==> config.mk <==
export PLATFORM = sky130hd
export DESIGN_NAME = adpcm_block_stream_decoder_core_flat
export DESIGN_NICKNAME = d
export VERILOG_FILES = /design/src/rtl/absd_pkg.sv /design/src/rtl/absd_in_if.sv /design/src/rtl/absd_out_if.sv /design/src/rtl/absd_front.sv /design/src/rtl/absd_queue.sv /design/src/rtl/absd_back.sv /design/src/rtl/adpcm_block_stream_decoder_core.sv /design/src/flat_wrapper.sv
export SDC_FILE = /design/constraint.sdc
export NUM_CORES = 2
export LEC_CHECK = 0
export BUFFER_PORTS_ARGS = -buffer_cell sky130_fd_sc_hd__buf_2
export CAP_MARGIN = 0
export CORE_ASPECT_RATIO = 0.5
export CORE_MARGIN = 3
export CORE_UTILIZATION = 35
export CTS_BUF_LIST = sky130_fd_sc_hd__clkbuf_4 sky130_fd_sc_hd__clkbuf_8 sky130_fd_sc_hd__clkbuf_16
export CTS_CLUSTER_DIAMETER = 150
export DETAILED_ROUTE_END_ITERATION = 8
export SLEW_MARGIN = 5
export SYNTH_ARGS = -nofsm -noshare
export SYNTH_HDL_FRONTEND = slang
export SYNTH_SLANG_ARGS = --single-unit
==> constraint.sdc <==
create_clock -name clk -period 15.85 [get_ports clk]
set_input_delay 0.7925 -clock clk [delete_from_list [all_inputs] [get_ports clk]]
set_output_delay 0.7925 -clock clk [all_outputs]
set_load 0.01 [all_outputs]
==> src/rtl/absd_pkg.sv <==
`timescale 1ns / 1ps
// ---------------------------------------------------------------------------
// ADPCM block decoder package
// Block geometry, fixed-point widths, predictor codes and the request type.
// ---------------------------------------------------------------------------
package absd_pkg;

  localparam int BLOCK_BYTES  = 32;
  localparam int SAMPLE_BYTES = 28;
  localparam int SAMPLE_START = BLOCK_BYTES - SAMPLE_BYTES;
  localparam int POS_W        = $clog2(BLOCK_BYTES);

  localparam int HIST_W = 29;
  localparam int PROD_W = 30;
  localparam int ACC_W  = 32;
  localparam int COEF_W = 13;

  localparam logic [COEF_W-1:0] COEF_0_86 = 13'd3523;
  localparam logic [COEF_W-1:0] COEF_1_8  = 13'd7373;
  localparam logic [COEF_W-1:0] COEF_0_82 = 13'd3359;
  localparam logic [COEF_W-1:0] COEF_1_53 = 13'd6267;

  localparam logic signed [ACC_W-1:0] HIST_MIN = -32'sd134219776;
  localparam logic signed [ACC_W-1:0] HIST_MAX = 32'sd134215680;

  localparam logic [3:0] FILT_NONE = 4'd0;
  localparam logic [3:0] FILT_ONE  = 4'd1;
  localparam logic [3:0] FILT_TWO  = 4'd2;
  localparam logic [3:0] FILT_THREE = 4'd3;

  localparam int Q_DEPTH = 2;
  localparam int Q_AW    = $clog2(Q_DEPTH);

  typedef struct packed {
    logic [7:0] data;
    logic [7:0] hdr_l;
    logic [7:0] hdr_r;
    logic       has_samples;
    logic       clear;
    logic       stereo;
    logic       last;
  } absd_req_t;

endpackage

==> src/rtl/absd_in_if.sv <==
`timescale 1ns / 1ps
// ---------------------------------------------------------------------------
// ADPCM byte channel
// Valid/ready channel that carries one compressed byte and its start flag.
// ---------------------------------------------------------------------------
interface absd_in_if;
  logic       valid;
  logic       ready;
  logic [7:0] adpcm_byte;
  logic       start_of_stream;

  modport source (output valid, output adpcm_byte, output start_of_stream, input ready);
  modport sink (input valid, input adpcm_byte, input start_of_stream, output ready);
endinterface

==> src/rtl/absd_out_if.sv <==
`timescale 1ns / 1ps
// ---------------------------------------------------------------------------
// PCM sample channel
// Valid/ready channel that carries one decoded sample with its tags.
// ---------------------------------------------------------------------------
interface absd_out_if;
  logic               valid;
  logic               ready;
  logic signed [15:0] pcm_sample;
  logic               channel;
  logic               last_of_block;

  modport source (output valid, output pcm_sample, output channel, output last_of_block,
                  input ready);
  modport sink (input valid, input pcm_sample, input channel, input last_of_block,
                output ready);
endinterface

==> src/rtl/absd_front.sv <==
`timescale 1ns / 1ps
// ---------------------------------------------------------------------------
// ADPCM decoder front end
// Tracks the block position, keeps the headers and turns bytes into requests.
// ---------------------------------------------------------------------------
module absd_front (
  input  logic               clk,
  input  logic               rst_n,
  absd_in_if.sink            in_ch,
  input  logic               cfg_we,
  input  logic               cfg_wdata,
  output logic               push,
  output absd_pkg::absd_req_t push_data,
  input  logic               full
);

  logic                        stereo_r, stereo_nxt;
  logic [absd_pkg::POS_W-1:0]  pos_r, pos_nxt;
  logic [7:0]                  hdr_l_r, hdr_l_nxt;
  logic [7:0]                  hdr_r_r, hdr_r_nxt;
  logic [absd_pkg::POS_W-1:0]  pos;
  logic                        accept;
  logic                        last;
  logic                        is_sample;

  assign in_ch.ready = !full;
  assign accept      = in_ch.valid && !full;

  always_comb begin
    pos       = in_ch.start_of_stream ? '0 : pos_r;
    last      = (pos == absd_pkg::POS_W'(absd_pkg::BLOCK_BYTES - 1));
    is_sample = (pos >= absd_pkg::POS_W'(absd_pkg::SAMPLE_START)) &&
                (pos != absd_pkg::POS_W'(0)) && (pos != absd_pkg::POS_W'(1));

    push                  = accept && (is_sample || in_ch.start_of_stream);
    push_data.data        = in_ch.adpcm_byte;
    push_data.hdr_l       = hdr_l_r;
    push_data.hdr_r       = hdr_r_r;
    push_data.has_samples = is_sample;
    push_data.clear       = in_ch.start_of_stream;
    push_data.stereo      = stereo_r;
    push_data.last        = last;

    stereo_nxt = cfg_we ? cfg_wdata : stereo_r;
    pos_nxt    = pos_r;
    hdr_l_nxt  = hdr_l_r;
    hdr_r_nxt  = hdr_r_r;
    if (accept) begin
      pos_nxt = last ? '0 : pos + absd_pkg::POS_W'(1);
      if (pos == absd_pkg::POS_W'(0)) begin
        hdr_l_nxt = in_ch.adpcm_byte;
      end
      if (pos == absd_pkg::POS_W'(1)) begin
        hdr_r_nxt = in_ch.adpcm_byte;
      end
    end
  end

  always_ff @(posedge clk) begin
    if (!rst_n) begin
      stereo_r <= 1'b1;
      pos_r    <= '0;
      hdr_l_r  <= '0;
      hdr_r_r  <= '0;
    end else begin
      stereo_r <= stereo_nxt;
      pos_r    <= pos_nxt;
      hdr_l_r  <= hdr_l_nxt;
      hdr_r_r  <= hdr_r_nxt;
    end
  end

endmodule

==> src/rtl/absd_queue.sv <==
`timescale 1ns / 1ps
// ---------------------------------------------------------------------------
// ADPCM decoder request queue
// Small first-in first-out buffer between the front and back ends.
// ---------------------------------------------------------------------------
module absd_queue (
  input  logic                clk,
  input  logic                rst_n,
  input  logic                push,
  input  absd_pkg::absd_req_t push_data,
  output logic                full,
  input  logic                pop,
  output logic                head_valid,
  output absd_pkg::absd_req_t head
);

  absd_pkg::absd_req_t       mem_r [absd_pkg::Q_DEPTH];
  logic [absd_pkg::Q_AW-1:0] wr_ptr_r, wr_ptr_nxt;
  logic [absd_pkg::Q_AW-1:0] rd_ptr_r, rd_ptr_nxt;
  logic [absd_pkg::Q_AW:0]   count_r, count_nxt;
  logic                      do_push;
  logic                      do_pop;

  assign full       = (count_r == (absd_pkg::Q_AW + 1)'(absd_pkg::Q_DEPTH));
  assign head_valid = (count_r != '0);
  assign head       = mem_r[rd_ptr_r];

  always_comb begin
    do_push    = push && !full;
    do_pop     = pop && head_valid;
    wr_ptr_nxt = wr_ptr_r;
    rd_ptr_nxt = rd_ptr_r;
    if (do_push) begin
      wr_ptr_nxt = (wr_ptr_r == absd_pkg::Q_AW'(absd_pkg::Q_DEPTH - 1)) ? '0 :
                   wr_ptr_r + absd_pkg::Q_AW'(1);
    end
    if (do_pop) begin
      rd_ptr_nxt = (rd_ptr_r == absd_pkg::Q_AW'(absd_pkg::Q_DEPTH - 1)) ? '0 :
                   rd_ptr_r + absd_pkg::Q_AW'(1);
    end
    count_nxt = count_r + (absd_pkg::Q_AW + 1)'(do_push) - (absd_pkg::Q_AW + 1)'(do_pop);
  end

  always_ff @(posedge clk) begin
    if (do_push) begin
      mem_r[wr_ptr_r] <= push_data;
    end
  end

  always_ff @(posedge clk) begin
    if (!rst_n) begin
      wr_ptr_r <= '0;
      rd_ptr_r <= '0;
      count_r  <= '0;
    end else begin
      wr_ptr_r <= wr_ptr_nxt;
      rd_ptr_r <= rd_ptr_nxt;
      count_r  <= count_nxt;
    end
  end

endmodule

==> src/rtl/absd_back.sv <==
`timescale 1ns / 1ps
// ---------------------------------------------------------------------------
// ADPCM decoder back end
// Two-stage predictor pipeline with per-channel history and an output register.
// ---------------------------------------------------------------------------
module absd_back (
  input  logic                clk,
  input  logic                rst_n,
  input  logic                head_valid,
  input  absd_pkg::absd_req_t head,
  output logic                pop,
  absd_out_if.source          out_ch
);

  logic signed [absd_pkg::HIST_W-1:0] h1_r [2];
  logic signed [absd_pkg::HIST_W-1:0] h2_r [2];

  logic                               lane_r, lane_nxt;
  logic                               m_valid_r, m_valid_nxt;
  logic                               m_ch_r;
  logic                               m_last_r;
  logic signed [absd_pkg::HIST_W-1:0] m_term_r;
  logic signed [absd_pkg::PROD_W-1:0] m_p1_r;
  logic signed [absd_pkg::PROD_W-1:0] m_p2_r;
  logic signed [absd_pkg::HIST_W-1:0] m_h1_r;

  logic                               out_valid_r, out_valid_nxt;
  logic signed [15:0]                 out_pcm_r;
  logic                               out_ch_r;
  logic                               out_last_r;

  logic                               a_fire;
  logic                               m_free;
  logic                               issue;
  logic                               skip;
  logic                               do_clear;
  logic [3:0]                         nib;
  logic [7:0]                         hdr;
  logic [absd_pkg::COEF_W-1:0]        c1;
  logic [absd_pkg::COEF_W-1:0]        c2;
  logic signed [absd_pkg::HIST_W-1:0] h1;
  logic signed [absd_pkg::HIST_W-1:0] h2;
  logic signed [15:0]                 t16;
  logic signed [15:0]                 ts;
  logic signed [absd_pkg::HIST_W-1:0] term;
  logic signed [42:0]                 prod1;
  logic signed [42:0]                 prod2;
  logic                               s_last;
  logic signed [absd_pkg::ACC_W-1:0]  acc;
  logic signed [absd_pkg::ACC_W-1:0]  clamped;
  logic signed [absd_pkg::ACC_W-1:0]  adj;

  assign out_ch.valid         = out_valid_r;
  assign out_ch.pcm_sample    = out_pcm_r;
  assign out_ch.channel       = out_ch_r;
  assign out_ch.last_of_block = out_last_r;

  always_comb begin
    a_fire   = m_valid_r && (!out_valid_r || out_ch.ready);
    m_free   = !m_valid_r || a_fire;
    issue    = head_valid && head.has_samples && m_free && !(m_valid_r && (m_ch_r == lane_r)) &&
               !(!lane_r && head.clear && m_valid_r);
    skip     = head_valid && !head.has_samples && !(head.clear && m_valid_r);
    do_clear = (issue && !lane_r && head.clear) || (skip && head.clear);
    pop      = skip || (issue && (lane_r || !head.stereo));
    lane_nxt = issue ? (lane_r ? 1'b0 : head.stereo) : lane_r;
    s_last   = lane_r ? head.last : (head.last && !head.stereo);

    nib = lane_r ? head.data[7:4] : head.data[3:0];
    hdr = lane_r ? head.hdr_r : head.hdr_l;
    h1  = do_clear ? '0 : h1_r[lane_r];
    h2  = do_clear ? '0 : h2_r[lane_r];

    case (hdr[7:4])
      absd_pkg::FILT_ONE: begin
        c1 = absd_pkg::COEF_0_86;
        c2 = '0;
      end
      absd_pkg::FILT_TWO: begin
        c1 = absd_pkg::COEF_1_8;
        c2 = absd_pkg::COEF_0_82;
      end
      absd_pkg::FILT_THREE: begin
        c1 = absd_pkg::COEF_1_53;
        c2 = absd_pkg::COEF_0_86;
      end
      default: begin
        c1 = '0;
        c2 = '0;
      end
    endcase

    t16   = {nib, 12'b0};
    ts    = t16 >>> hdr[3:0];
    term  = {ts[15], ts, 12'b0};
    prod1 = 43'(h1) * 43'(signed'({1'b0, c1}));
    prod2 = 43'(h2) * 43'(signed'({1'b0, c2}));

    acc = absd_pkg::ACC_W'(m_term_r) + absd_pkg::ACC_W'(m_p1_r) - absd_pkg::ACC_W'(m_p2_r);
    if (acc < absd_pkg::HIST_MIN) begin
      clamped = absd_pkg::HIST_MIN;
    end else if (acc > absd_pkg::HIST_MAX) begin
      clamped = absd_pkg::HIST_MAX;
    end else begin
      clamped = acc;
    end
    adj = clamped + (clamped[absd_pkg::ACC_W-1] ? 32'sd4095 : 32'sd0);

    m_valid_nxt   = issue ? 1'b1 : (a_fire ? 1'b0 : m_valid_r);
    out_valid_nxt = a_fire ? 1'b1 : (out_ch.ready ? 1'b0 : out_valid_r);
  end

  always_ff @(posedge clk) begin
    if (issue) begin
      m_ch_r   <= lane_r;
      m_last_r <= s_last;
      m_term_r <= term;
      m_p1_r   <= prod1[41:12];
      m_p2_r   <= prod2[41:12];
      m_h1_r   <= h1;
    end
    if (a_fire) begin
      out_pcm_r  <= adj[27:12];
      out_ch_r   <= m_ch_r;
      out_last_r <= m_last_r;
    end
  end

  always_ff @(posedge clk) begin
    if (!rst_n) begin
      lane_r      <= 1'b0;
      m_valid_r   <= 1'b0;
      out_valid_r <= 1'b0;
      h1_r[0]     <= '0;
      h1_r[1]     <= '0;
      h2_r[0]     <= '0;
      h2_r[1]     <= '0;
    end else begin
      lane_r      <= lane_nxt;
      m_valid_r   <= m_valid_nxt;
      out_valid_r <= out_valid_nxt;
      if (do_clear) begin
        h1_r[0] <= '0;
        h1_r[1] <= '0;
        h2_r[0] <= '0;
        h2_r[1] <= '0;
      end else if (a_fire) begin
        h1_r[m_ch_r] <= absd_pkg::HIST_W'(clamped);
        h2_r[m_ch_r] <= m_h1_r;
      end
    end
  end

endmodule

==> src/rtl/adpcm_block_stream_decoder_core.sv <==
`timescale 1ns / 1ps
// ---------------------------------------------------------------------------
// ADPCM block stream decoder
// Decodes 4-bit stereo or mono ADPCM blocks into signed 16-bit PCM samples.
// ---------------------------------------------------------------------------
// Bytes enter on in_ch and samples leave on out_ch, left before right. The
// front end takes one byte per cycle while the two-entry queue has room;
// header and ignored bytes reach the back end only when they carry the
// start flag. The back end is a two-stage pipeline (multiply, then
// accumulate, clamp and history write-back) that issues one sample per
// cycle when left and right alternate and the output accepts. In mono a
// left sample waits until the previous one has written its history. A byte
// with the start flag is held until the multiply stage is empty. The first
// sample of a byte passes through the queue, the multiply stage register
// and the output register.
// ---------------------------------------------------------------------------
module adpcm_block_stream_decoder_core (
  input  logic        clk,
  input  logic        rst_n,
  absd_in_if.sink     in_ch,
  absd_out_if.source  out_ch,
  input  logic        cfg_we,
  input  logic        cfg_wdata
);

  logic                push;
  absd_pkg::absd_req_t push_data;
  logic                full;
  logic                pop;
  logic                head_valid;
  absd_pkg::absd_req_t head;

  absd_front u_front (
    .clk       (clk),
    .rst_n     (rst_n),
    .in_ch     (in_ch),
    .cfg_we    (cfg_we),
    .cfg_wdata (cfg_wdata),
    .push      (push),
    .push_data (push_data),
    .full      (full)
  );

  absd_queue u_queue (
    .clk        (clk),
    .rst_n      (rst_n),
    .push       (push),
    .push_data  (push_data),
    .full       (full),
    .pop        (pop),
    .head_valid (head_valid),
    .head       (head)
  );

  absd_back u_back (
    .clk        (clk),
    .rst_n      (rst_n),
    .head_valid (head_valid),
    .head       (head),
    .pop        (pop),
    .out_ch     (out_ch)
  );

endmodule

==> src/flat_wrapper.sv <==
// flat-port wrapper written by rule: the top's interface ports become plain ports
module adpcm_block_stream_decoder_core_flat 
  (clk, rst_n, cfg_we, cfg_wdata, in_ch_valid, in_ch_adpcm_byte, in_ch_start_of_stream, in_ch_ready, out_ch_valid, out_ch_pcm_sample, out_ch_channel, out_ch_last_of_block, out_ch_ready);
  absd_in_if in_ch_i ();
  absd_out_if out_ch_i ();
  input  logic clk;
  input  logic rst_n;
  input  logic cfg_we;
  input  logic cfg_wdata;
  input wire logic [$bits(in_ch_i.valid)-1:0] in_ch_valid;
  input wire logic [$bits(in_ch_i.adpcm_byte)-1:0] in_ch_adpcm_byte;
  input wire logic [$bits(in_ch_i.start_of_stream)-1:0] in_ch_start_of_stream;
  output wire logic [$bits(in_ch_i.ready)-1:0] in_ch_ready;
  output wire logic [$bits(out_ch_i.valid)-1:0] out_ch_valid;
  output wire logic [$bits(out_ch_i.pcm_sample)-1:0] out_ch_pcm_sample;
  output wire logic [$bits(out_ch_i.channel)-1:0] out_ch_channel;
  output wire logic [$bits(out_ch_i.last_of_block)-1:0] out_ch_last_of_block;
  input wire logic [$bits(out_ch_i.ready)-1:0] out_ch_ready;
  assign in_ch_i.valid = in_ch_valid;
  assign in_ch_i.adpcm_byte = in_ch_adpcm_byte;
  assign in_ch_i.start_of_stream = in_ch_start_of_stream;
  assign in_ch_ready = in_ch_i.ready;
  assign out_ch_valid = out_ch_i.valid;
  assign out_ch_pcm_sample = out_ch_i.pcm_sample;
  assign out_ch_channel = out_ch_i.channel;
  assign out_ch_last_of_block = out_ch_i.last_of_block;
  assign out_ch_i.ready = out_ch_ready;
  adpcm_block_stream_decoder_core u_core (.clk(clk), .rst_n(rst_n), .in_ch(in_ch_i), .out_ch(out_ch_i), .cfg_we(cfg_we), .cfg_wdata(cfg_wdata));
endmodule
==> impl_metrics.ini <==
[worst_setup_path]
crit_type = reg -> reg
cp-end-kind = flop
critical_path_buf_inv_count = 7
cpMaxStageDelayCell = fa_1
r2r_setup_slack_ns = 7.04
crit_path_max_fanout = 60
cp_top_family = adder cells
reg2regPathDepth = 30
cp.arrival_ns = 9.09
crit_path_start_kind = flop
cp.required_ns = 16.13
cpPeakStageDelay_ns = 0.55
r2r_end = u_core.u_back.m_p2_r[29]

[global_routing]
busiest_layer = met2
met3_usage = 0.0295
grt_first_pass_wirelength_mm = 151
grt_pass1_vias = 26600
grt_max_degree = 67
antenna_found_initial = 7
overflow = 0
grt_use_met1 = 0.250
use_met2 = 0.269
grt.total_usage = 0.173

[routing]
totalWireLength_mm = 94.1
routedWlPerCell_um = 18.3
first_iter_violations = 1794
vias_per_cell = 4.92
drc = 0
vias = 25300
ant_nets = 0
firstDrtPassIters = 6

[yosys]
synth_edf_count = 297
synth_seq_area_share = 0.255
syn_inst = 3679
async_flop_share = 0
syn_avg_cell_area_um2 = 10.2
ys.flop_type = edfxtp_1
synth_top_family_by_area = adder cells
syn-num-nets = 4588
muxShareOfSynthArea = 0.0322
yosysWarnings = 0
synth-simple-area-share = 0.107
synth_compound_area_frac = 0.0671
syn_area_mm2 = 0.0374
yosys_register_bits = 328
yosysUniqueCellTypes = 102
synthXorXnorAreaFrac = 0.0208
yosys.area_share.adder = 0.412

[floorplan]
rows = 84
core_mm2 = 0.106
ioPinCount = 35
chipWidth_um = 469
die_h_um = 237
die-area_mm2 = 0.111
initial_utilization = 0.354

[cells_and_area]
area_growth_pct = 8.12
multiInputGateArea_mm2 = 0.0240
postLayoutCoreUtil = 0.383
antenna_cells = 0
finalInstanceArea_mm2 = 0.0405
nets = 4599
register_area_mm2 = 0.00954
fill_cells = 10400
drive_gt1_frac = 0.0651
layout_common_cells = inv_1 (948), fa_1 (566), ha_1 (328), nor2_1 (308), edfxtp_1 (297)
final_common_cell = inv_1

[timing]
finalSetupTns_ns = 0
setup_viol = 0
period_needed_ns = 8.81
skew_ns = 0.0141
worst_slew_pin_slew_ns = 1.18
fin_hold_ws_ns = 0.423
slew_headroom = 0.205
rsz0062_at_grt = no
post-route-period-util = 0.556
fmaxAchievable_mhz = 114
drv_slew = 0
finalHoldViolCount = 0

[min_path]
hold-path-cell-count = 0
hold_path_end = u_core.u_back.out_ch.last_of_block
hold_class = reg -> reg
hold_start = u_core.u_back.m_last_r

[clock_tree]
cts_made_buffers = 37
cts_max_level = 2
cts.clk_slew.worst_paths_ns = 0.06
post_cts_resized = 0
root_buffer = clkbuf_16
hold_buffers = 0
clkLatencyLatePin_ns = 0.55
cts_tree = yes
cts.sinks = 328
cts_setup_buffers = 0
clockBufferDepth = 3

[placement]
place_area_mm2 = 0.0392
dp_hpwl_mm = 79.0
place.gp.congestion = 0.983
port_buffers = 34

[job]
drv_cap = 0

[outcome]
outcome = finished, final reports clean
==> per-layer routing <==
| metal | up-vias | part of all wire | wire (µm) |
|---|---|---|---|
| li1 | 11600 | - | - |
| met1 | 12700 | 0.45 | 42700 |
| met2 | 779 | 0.45 | 42000 |
| met3 | 138 | 0.071 | 6630 |
| met4 | 2 | 0.029 | 2750 |
| met5 | - | 0.00014 | 13 |
==> synthesized netlist by cell type, types with 7 or more instances <==
master | number | area (µm²)
buf_1 | 8 | 30.0
mux2_2 | 53 | 597
mux2i_1 | 43 | 430
inv_1 | 949 | 3560
edfxtp_1 | 297 | 8920
o211ai_1 | 9 | 67.6
and3_1 | 9 | 56.3
nor3_1 | 25 | 125
clkbuf_1 | 68 | 255
a21o_1 | 38 | 285
nand2_1 | 229 | 860
dfxtp_1 | 31 | 621
nor2_1 | 311 | 1170
ha_1 | 328 | 4100
mux4_2 | 8 | 180
nand3_1 | 57 | 285
and4_1 | 11 | 96.3
nand2b_1 | 18 | 113
o21bai_1 | 7 | 52.6
nor2b_1 | 41 | 257
a31oi_1 | 13 | 81.3
o21ai_0 | 76 | 380
and2_1 | 79 | 494
a211oi_1 | 14 | 105
a21boi_0 | 8 | 60.1
xnor2_1 | 62 | 543
fa_1 | 566 | 11300
a22oi_1 | 7 | 52.6
xor2_1 | 27 | 236
a21oi_1 | 104 | 521
o21a_1 | 27 | 203
nand4_1 | 18 | 113
==> cells by family after synthesis <==
logic type / count (synthesis)
compound gates: 378
xor+xnor: 89
fa+ha+maj: 894
buf+inv: 1039
flops: 328
mux: 104
simple gates: 847
==> state kept, by name, indices dropped and copies added (netlist names), 2 cells and up, named ones only <==
register                         count
u_core.u_back.h1_r                  58
u_core.u_back.h2_r                  58
u_core.u_queue.mem_r                56
u_core.u_back.m_p1_r                30
u_core.u_back.m_p2_r                30
u_core.u_back.m_h1_r                29
u_core.u_back.m_term_r              16
u_core.u_back.out_ch.pcm_sample     16
u_core.u_front.hdr_l_r               8
u_core.u_front.hdr_r_r               8
u_core.u_front.pos_r                 5
u_core.u_queue.count_r               2
==> layout make-up <==
| type | instances | share of cell area |
|---|---|---|
| timing repair buffer | 61 | 0.00921 |
| sequential | 328 | 0.236 |
| multi-input combinational | 2312 | 0.592 |
| tap | 1419 | 0.0439 |
| clock inverter | 20 | 0.00606 |
| inverter | 950 | 0.0881 |
| clock buffer | 47 | 0.0250 |
==> worst register-to-register path: cells and delay by family, from the launching register on <==
kind	cells	cell delay (ns)
fa+ha+maj	6	2.77
simple gates	5	1.08
buf+inv	7	1.20
flops	1	0.49
mux	1	0.14
compound gates	10	2.75
xor+xnor	1	0.10
==> stage by stage <==
step	setup slack (ns)	std cells
after global routing	6.35	5137
final	7.04	5137
after CTS	6.94	5137
after global placement	7.05	5070
after floorplan	8.18	3679
after detailed placement	6.97	5070
==> how the worst max path moves through the flow <==
stage                                     endpoint  cells after the start  slack [ns]  from
after floorplan           u_core.u_back.m_p2_r[26]                     26        8.18  flop
after global placement    u_core.u_back.m_p2_r[29]                     30        7.05  flop
after detailed placement  u_core.u_back.m_p2_r[26]                     29        6.97  flop
after CTS                 u_core.u_back.m_p2_r[26]                     30        6.94  flop
after global routing      u_core.u_back.m_p2_r[26]                     30        6.35  flop
final                     u_core.u_back.m_p2_r[29]                     30        7.04  flop
Power is not shown: default switching activity piles up to over one toggle a cycle in this logic, so the estimate is an artifact.
